### config.mk
export PLATFORM = sky130hd
export DESIGN_NAME = ranged_lcg_random
export DESIGN_NICKNAME = d
export VERILOG_FILES = /design/src/rtl/core/rlcg_pkg.sv /design/src/rtl/core/rlcg_divider.sv /design/src/rtl/core/rlcg_lcg.sv /design/src/rtl/core/ranged_lcg_random.sv
export SDC_FILE = /design/constraint.sdc
export NUM_CORES = 1
export LEC_CHECK = 0
export ABC_CLOCK_PERIOD_IN_PS = 9000
export BUFFER_PORTS_ARGS = -buffer_cell sky130_fd_sc_hd__buf_2
export CORE_MARGIN = 2
export CORE_UTILIZATION = 50
export CTS_CLUSTER_SIZE = 24
export DETAILED_ROUTE_END_ITERATION = 8
export PLACE_DENSITY_LB_ADDON = 0.15
export SYNTH_ARGS = -nofsm -noshare
export SYNTH_HDL_FRONTEND = slang
export SYNTH_SLANG_ARGS = --single-unit
### constraint.sdc
create_clock -name clock -period 9 [get_ports clock]
set_clock_uncertainty 0.05 [all_clocks]
set_input_delay 1.8 -clock clock [delete_from_list [all_inputs] [get_ports clock]]
set_output_delay 1.8 -clock clock [all_outputs]
set_load 0.02 [all_outputs]
### src/rtl/core/rlcg_pkg.sv
// ----------------------------------------------------------------------------
// rlcg_pkg
// Shared types and constants of the ranged LCG random draw: generator
// constants, divider width, sequencer states and the control structs that
// pass between the modules.
// ----------------------------------------------------------------------------
package rlcg_pkg;

   localparam int unsigned WORD_W  = 32;
   localparam int unsigned DIV_W   = 31;
   localparam int unsigned COUNT_W = $clog2(DIV_W);

   localparam logic [WORD_W-1:0] LCG_MUL    = 32'd1664525;
   localparam logic [WORD_W-1:0] LCG_ADD    = 32'd1013904223;
   localparam logic [DIV_W-1:0]  RAW_OFFSET = 31'h4000_0000;
   localparam logic [DIV_W-1:0]  RAW_MAX    = 31'h7FFF_FFFF;

   typedef enum logic [2:0] {
      ST_IDLE,
      ST_CHECK,
      ST_SEED,
      ST_STEP,
      ST_DIV_SPAN,
      ST_DIV_RAW,
      ST_CLAMP,
      ST_DONE
   } state_type;

   typedef struct packed {
      logic start;
   } div_ctrl_type;

   typedef struct packed {
      logic busy;
      logic done;
   } div_status_type;

   typedef struct packed {
      logic load_tick;
      logic step;
   } lcg_ctrl_type;

endpackage

### src/rtl/core/rlcg_divider.sv
// ----------------------------------------------------------------------------
// rlcg_divider
// Shared radix-2 restoring divider, one quotient bit per cycle. Unsigned
// operands of rlcg_pkg::DIV_W bits; the divisor must be non-zero. Done pulses
// for one cycle with the quotient held until the next start.
// ----------------------------------------------------------------------------
module rlcg_divider (
   input  logic                        clock,
   input  logic                        reset,
   input  rlcg_pkg::div_ctrl_type      ctrl,
   input  logic [rlcg_pkg::DIV_W-1:0]  dividend,
   input  logic [rlcg_pkg::DIV_W-1:0]  divisor,
   output logic [rlcg_pkg::DIV_W-1:0]  quotient,
   output rlcg_pkg::div_status_type    status
);

   logic                          busy_ff;
   logic                          done_ff;
   logic [rlcg_pkg::COUNT_W-1:0]  count_ff;
   logic [rlcg_pkg::DIV_W-1:0]    quot_ff;
   logic [rlcg_pkg::DIV_W-1:0]    rem_ff;
   logic [rlcg_pkg::DIV_W-1:0]    divisor_ff;

   logic [rlcg_pkg::DIV_W:0]      shifted;
   logic [rlcg_pkg::DIV_W+1:0]    trial;
   logic                          last;

   assign shifted = {rem_ff, quot_ff[rlcg_pkg::DIV_W-1]};
   assign trial   = {1'b0, shifted} - {2'b00, divisor_ff};
   assign last    = (count_ff == rlcg_pkg::COUNT_W'(rlcg_pkg::DIV_W - 1));

   always_ff @(posedge clock) begin
      if (reset) begin
         busy_ff  <= 1'b0;
         done_ff  <= 1'b0;
         count_ff <= '0;
      end else begin
         done_ff <= busy_ff && last;
         if (ctrl.start) begin
            busy_ff  <= 1'b1;
            count_ff <= '0;
         end else if (busy_ff) begin
            count_ff <= count_ff + 1'b1;
            if (last) begin
               busy_ff <= 1'b0;
            end
         end
      end
   end

   always_ff @(posedge clock) begin
      if (ctrl.start) begin
         quot_ff    <= dividend;
         rem_ff     <= '0;
         divisor_ff <= divisor;
      end else if (busy_ff) begin
         if (!trial[rlcg_pkg::DIV_W+1]) begin
            rem_ff  <= trial[rlcg_pkg::DIV_W-1:0];
            quot_ff <= {quot_ff[rlcg_pkg::DIV_W-2:0], 1'b1};
         end else begin
            rem_ff  <= shifted[rlcg_pkg::DIV_W-1:0];
            quot_ff <= {quot_ff[rlcg_pkg::DIV_W-2:0], 1'b0};
         end
      end
   end

   assign quotient    = quot_ff;
   assign status.busy = busy_ff;
   assign status.done = done_ff;

endmodule

### src/rtl/core/rlcg_lcg.sv
// ----------------------------------------------------------------------------
// rlcg_lcg
// Seed register and one-step linear congruential update,
// seed := 1664525 * x + 1013904223 mod 2^32, with x the tick or the seed.
// ----------------------------------------------------------------------------
module rlcg_lcg (
   input  logic                         clock,
   input  logic                         reset,
   input  rlcg_pkg::lcg_ctrl_type       ctrl,
   input  logic [rlcg_pkg::WORD_W-1:0]  tick,
   output logic [rlcg_pkg::WORD_W-1:0]  seed
);

   logic [rlcg_pkg::WORD_W-1:0] seed_ff;
   logic [rlcg_pkg::WORD_W-1:0] operand;
   logic [rlcg_pkg::WORD_W-1:0] product;

   assign operand = ctrl.load_tick ? tick : seed_ff;
   assign product = rlcg_pkg::WORD_W'(operand * rlcg_pkg::LCG_MUL);

   always_ff @(posedge clock) begin
      if (reset) begin
         seed_ff <= '0;
      end else if (ctrl.load_tick || ctrl.step) begin
         seed_ff <= product + rlcg_pkg::LCG_ADD;
      end
   end

   assign seed = seed_ff;

endmodule

### src/rtl/core/ranged_lcg_random.sv
// ----------------------------------------------------------------------------
// ranged_lcg_random
// Ranged random draw from a 32-bit linear congruential generator, scaled
// into a signed range by two divisions on a shared radix-2 divider.
// ----------------------------------------------------------------------------
//
//  channel   direction  tdata (low bit up)                         tuser
//  req_      in         range_low, range_high, tick_entropy (96b)  -
//  rsp_      out        random_value (32b)                         span_error
//
//  A draw runs two 31-step passes of the divider, after reseeding from
//  the tick when the seed is zero. A single-value or inverted range
//  returns range_low, an oversized one also span_error, with no division.
//  Reset clears the seed to zero (unseeded) and empties the result register.
//  req_tready is high only when idle; a stalled result holds the sequencer.
//
module ranged_lcg_random (
   input  logic         clock,
   input  logic         reset,
   input  logic         req_tvalid,
   output logic         req_tready,
   input  logic [95:0]  req_tdata,   // range_low, range_high, tick_entropy
   output logic         rsp_tvalid,
   input  logic         rsp_tready,
   output logic [31:0]  rsp_tdata,   // random_value
   output logic         rsp_tuser    // span_error
);

   rlcg_pkg::state_type state_ff, state_in;

   logic signed [31:0]         lo_ff;
   logic signed [31:0]         hi_ff;
   logic [31:0]                tick_ff;
   logic [rlcg_pkg::DIV_W-1:0] span_ff;
   logic signed [32:0]         value_ff;
   logic [31:0]                result_ff;
   logic                       err_ff;
   logic                       rsp_valid_ff;
   logic [31:0]                rsp_data_ff;
   logic                       rsp_user_ff;

   rlcg_pkg::div_ctrl_type     div_ctrl;
   rlcg_pkg::div_status_type   div_status;
   rlcg_pkg::lcg_ctrl_type     lcg_ctrl;
   logic [rlcg_pkg::DIV_W-1:0] div_dividend;
   logic [rlcg_pkg::DIV_W-1:0] div_divisor;
   logic [rlcg_pkg::DIV_W-1:0] div_quotient;
   logic [31:0]                seed;
   logic [rlcg_pkg::DIV_W-1:0] raw;

   logic signed [32:0]         diff;
   logic                       in_order;
   logic                       too_wide;
   logic                       req_xfer;
   logic                       out_free;

   assign req_xfer = req_tvalid && req_tready;
   assign out_free = !rsp_valid_ff || rsp_tready;
   assign diff     = {hi_ff[31], hi_ff} - {lo_ff[31], lo_ff};
   assign in_order = !diff[32] && (diff != 33'sd0);
   assign too_wide = diff >= 33'sh0_7FFF_FFFF;
   assign raw      = seed[31:1] ^ rlcg_pkg::RAW_OFFSET;

   rlcg_lcg u_lcg (
      .clock (clock),
      .reset (reset),
      .ctrl  (lcg_ctrl),
      .tick  (tick_ff),
      .seed  (seed)
   );

   rlcg_divider u_divider (
      .clock    (clock),
      .reset    (reset),
      .ctrl     (div_ctrl),
      .dividend (div_dividend),
      .divisor  (div_divisor),
      .quotient (div_quotient),
      .status   (div_status)
   );

   always_comb begin
      state_in = state_ff;
      case (state_ff)
         rlcg_pkg::ST_IDLE: begin
            if (req_xfer) begin
               state_in = rlcg_pkg::ST_CHECK;
            end
         end
         rlcg_pkg::ST_CHECK: begin
            if (!in_order || too_wide) begin
               state_in = rlcg_pkg::ST_DONE;
            end else if (seed == '0) begin
               state_in = rlcg_pkg::ST_SEED;
            end else begin
               state_in = rlcg_pkg::ST_STEP;
            end
         end
         rlcg_pkg::ST_SEED:     state_in = rlcg_pkg::ST_STEP;
         rlcg_pkg::ST_STEP:     state_in = rlcg_pkg::ST_DIV_SPAN;
         rlcg_pkg::ST_DIV_SPAN: begin
            if (div_status.done) begin
               state_in = rlcg_pkg::ST_DIV_RAW;
            end
         end
         rlcg_pkg::ST_DIV_RAW: begin
            if (div_status.done) begin
               state_in = rlcg_pkg::ST_CLAMP;
            end
         end
         rlcg_pkg::ST_CLAMP:    state_in = rlcg_pkg::ST_DONE;
         rlcg_pkg::ST_DONE: begin
            if (out_free) begin
               state_in = rlcg_pkg::ST_IDLE;
            end
         end
         default:               state_in = rlcg_pkg::ST_IDLE;
      endcase
   end

   always_comb begin
      req_tready         = 1'b0;
      lcg_ctrl.load_tick = 1'b0;
      lcg_ctrl.step      = 1'b0;
      div_ctrl.start     = 1'b0;
      div_dividend       = rlcg_pkg::RAW_MAX;
      div_divisor        = span_ff;
      case (state_ff)
         rlcg_pkg::ST_IDLE:     req_tready = 1'b1;
         rlcg_pkg::ST_SEED:     lcg_ctrl.load_tick = 1'b1;
         rlcg_pkg::ST_STEP: begin
            lcg_ctrl.step  = 1'b1;
            div_ctrl.start = 1'b1;
         end
         rlcg_pkg::ST_DIV_SPAN: begin
            div_ctrl.start = div_status.done;
            div_dividend   = raw;
            div_divisor    = div_quotient;
         end
         default: begin
            req_tready = 1'b0;
         end
      endcase
   end

   always_ff @(posedge clock) begin
      if (reset) begin
         state_ff <= rlcg_pkg::ST_IDLE;
      end else begin
         state_ff <= state_in;
      end
   end

   always_ff @(posedge clock) begin
      case (state_ff)
         rlcg_pkg::ST_IDLE: begin
            if (req_xfer) begin
               lo_ff   <= req_tdata[31:0];
               hi_ff   <= req_tdata[63:32];
               tick_ff <= req_tdata[95:64];
            end
         end
         rlcg_pkg::ST_CHECK: begin
            span_ff   <= rlcg_pkg::DIV_W'(diff + 33'sd1);
            result_ff <= lo_ff;
            err_ff    <= in_order && too_wide;
         end
         rlcg_pkg::ST_DIV_RAW: begin
            value_ff <= {lo_ff[31], lo_ff} + {2'b00, div_quotient};
         end
         rlcg_pkg::ST_CLAMP: begin
            err_ff <= 1'b0;
            if (value_ff > $signed({hi_ff[31], hi_ff})) begin
               result_ff <= hi_ff;
            end else begin
               result_ff <= value_ff[31:0];
            end
         end
         default: begin
         end
      endcase
   end

   always_ff @(posedge clock) begin
      if (reset) begin
         rsp_valid_ff <= 1'b0;
      end else if (state_ff == rlcg_pkg::ST_DONE && out_free) begin
         rsp_valid_ff <= 1'b1;
      end else if (rsp_tready) begin
         rsp_valid_ff <= 1'b0;
      end
   end

   always_ff @(posedge clock) begin
      if (state_ff == rlcg_pkg::ST_DONE && out_free) begin
         rsp_data_ff <= result_ff;
         rsp_user_ff <= err_ff;
      end
   end

   assign rsp_tvalid = rsp_valid_ff;
   assign rsp_tdata  = rsp_data_ff;
   assign rsp_tuser  = rsp_user_ff;

endmodule

==> flow_metrics.py <==
metrics = {
    "status": {
        "status": "finished, final reports clean",
    },
    "logic_synthesis": {
        "synth-seq-cells": 362,
        "synth_area_leaders": "edfxtp_1 (32%), ha_1 (13%), fa_1 (10%)",
        "yosysSeqAreaShare": 0.376,
        "synth_top_area_frac": 0.321,
        "synth.cell_area_um2": 26900,
        "ys.flop_type": "edfxtp_1",
        "synth_common_cells": "inv_1 (410), edfxtp_1 (288), ha_1 (285)",
        "avgSynthCellArea_um2": 10.0,
        "yosysTopAreaCell": "edfxtp_1",
        "ys_types": 83,
        "syn-num-nets": 3209,
        "async_flop_share": 0,
        "synth-edff-count": 288,
        "syn_inst": 2683,
        "yosysMostFrequentCell": "inv_1",
        "ys_warn_count": 0,
    },
    "drt": {
        "num_vias": 19500,
        "m1WireLength_um": 32000,
        "dr.first_iter.drc_count": 1378,
        "met2_length_um": 35200,
        "routed-wl-met3_um": 3350,
        "drt_pass1_iterations": 8,
        "drt.antenna.violating_nets": 0,
        "drc": 0,
        "wire_per_inst_um": 20.5,
        "dr.max_layer_used": "met4",
        "viasPerCell": 5.52,
        "wl_um": 72600,
    },
    "min_path": {
        "hp-class": "register to register",
        "worstHoldStart": "result_ff[18]",
        "hold_depth": 0,
        "whs_endpoint": "rsp_tdata[18]",
    },
    "setup_path": {
        "rr_worst_depth": 29,
        "start_kind": "register",
        "critPathMaxFanout": 24,
        "cpMaxStageDelayCell": "a2111oi_0",
        "r2r_slack_ps": 570,
        "max_stage_delay_ps": 990,
        "arrival_ps": 8890,
        "cp.required_ps": 9460,
        "criticalPathCategory": "register to register",
        "cp-end-kind": "register",
        "rr_startpoint": "state_ff[2]",
        "timing.rr.end": "u_lcg.seed[31]",
    },
    "global_route": {
        "first_global_vias": 20100,
        "grt_pass1_wl_um": 114000,
        "globalRouteOverflowTotal": 0,
        "grt_use_total": 0.264,
        "antenna_found_initial": 0,
        "grt_max_degree": 67,
    },
    "cts": {
        "cts_max_path_buffers": 3,
        "cts_buffers": 42,
        "cts_hold_buf": 0,
        "clock_latency_ps": 590,
        "root_buffer": "clkbuf_16",
        "htree_levels": 2,
        "clkSlewWorstSetupHoldPaths_ps": 60,
        "cts_tree": "done",
        "post_cts_resized": 0,
        "cts_setup_buffers": 0,
        "numClockSinks": 362,
    },
    "sta": {
        "worst-slew-pin-transition_ps": 1150,
        "setup_viol": 0,
        "min_period_over_period": 0.936,
        "hold_viol": 0,
        "max_freq_mhz": 119,
        "post-route-min-period_ps": 8430,
        "relSlewSlack": 0.228,
        "rsz0062_at_grt": "no",
        "slew_violations": 0,
        "setup_tns_ps": 0,
    },
    "finish": {
        "drive_gt1_frac": 0.0948,
        "nNetsFinal": 3330,
        "final_cells": 3533,
        "n_fill_cell": 4697,
        "area_delta_synth_final_pct": 10.9,
        "num_antenna_cells": 0,
    },
    "die": {
        "core_um2": 53500,
        "pin_count": 135,
        "die_w_um": 236,
        "fp-row-count": 85,
        "initial_core_util": 0.503,
        "dieArea_um2": 55700,
        "die_h_um": 236,
    },
    "run": {
        "maxCapViolCount": 0,
    },
    "placement": {
        "gp_congestion": 0.924,
        "place_inst": 3456,
        "port_buffers": 134,
        "dp.final_hpwl_um": 57800,
    },
}
## registers in the layout (all words and copies together) (netlist names)
register	flops
u_divider.busy_ff	1
u_divider.divisor_ff	31
err_ff	1
span_ff	31
u_divider.quotient	31
rsp_tdata	32
lo_ff	32
u_divider.rem_ff	31
result_ff	32
tick_ff	32
rsp_tvalid	1
state_ff	3
value_ff	33
u_lcg.seed	32
rsp_tuser	1
u_divider.count_ff	5
hi_ff	32
u_divider.done_ff	1
## routing by layer
metal / vias up / track usage
met2: 446 / 0.457
li1: 9438 / -
met5: - / 0
met3: 96 / 0.0360
met4: 0 / 0.0820
met1: 9514 / 0.344
## critical path, delay by kind of cell (launching register included)
family          cells  cell delay [ps]
compound gates     10             2740
xor+xnor            1              170
fa+ha+maj           7             2780
buf+inv             7             1210
flops               1              480
mux                 1              380
simple gates        3              550
## placed cells by master, fill, tap and decap left out, types with 9 or more instances in the layout
cell type / n
mux2i_1: 79
nor3b_1: 9
nor4_1: 15
a31oi_1: 19
and3_1: 14
nand3b_1: 13
dfxtp_1: 73
o21ai_0: 130
o21a_1: 23
nor2_1: 162
a21o_1: 50
a21oi_1: 154
inv_1: 409
or3_1: 9
nand3_1: 40
clkbuf_16: 43
mux2_2: 14
a211o_1: 10
nand2_1: 238
nor3_1: 62
fa_1: 141
a211oi_1: 22
nand2b_1: 23
buf_4: 16
nand4_1: 22
edfxtp_1: 288
xnor2_1: 106
nor2b_1: 25
ha_1: 285
xor2_1: 51
buf_2: 134
## final cells by class
class                           count  area [um2]  area share
Inverter                          410        1540      0.0515
Clock buffer                       52        1120      0.0375
Tap cell                          696         871      0.0292
Multi-Input combinational cell   1838       15000       0.503
Sequential cell                   362       10100       0.339
Timing Repair Buffer              150         791      0.0265
Clock inverter                     25         374      0.0125
## cell families after synthesis
logic type                 after synthesis  share of synthesized area
xor gates and xnor gates               159                     0.0527
DFF                                    362                      0.376
muxes                                   93                     0.0352
buffers and inverters                  483                     0.0676
adders and majority gates              426                      0.237
and+or+nand+nor                        673                      0.117
AOI/OAI and AO/OA                      487                      0.114
## worst max-delay path by stage
stage / startpoint / endpoint / slack [ps] / cells past startpoint
2_1_floorplan: state_ff[0] / u_lcg.seed[30] / 750 / 27
3_3_place_gp: state_ff[2] / u_lcg.seed[31] / 860 / 29
3_5_place_dp: state_ff[2] / u_lcg.seed[31] / 650 / 29
4_1_cts: state_ff[2] / u_lcg.seed[31] / 650 / 29
5_1_grt: state_ff[2] / u_lcg.seed[31] / 130 / 29
6_report: state_ff[2] / u_lcg.seed[31] / 570 / 29
## metrics by stage
stage	setup WS, ps	utilization	area (um2)	hold slack [ps]
finish	573	0.558	29900	368
global route	127	0.558	29900	372
CTS	645	0.558	29900	366
detailed placement	650	0.530	28400	355
global placement	860	0.530	28400	354
floorplan	753	-	26900	350
Power is not shown: default switching activity piles up to over one toggle a cycle in this logic, so the estimate is an artifact.
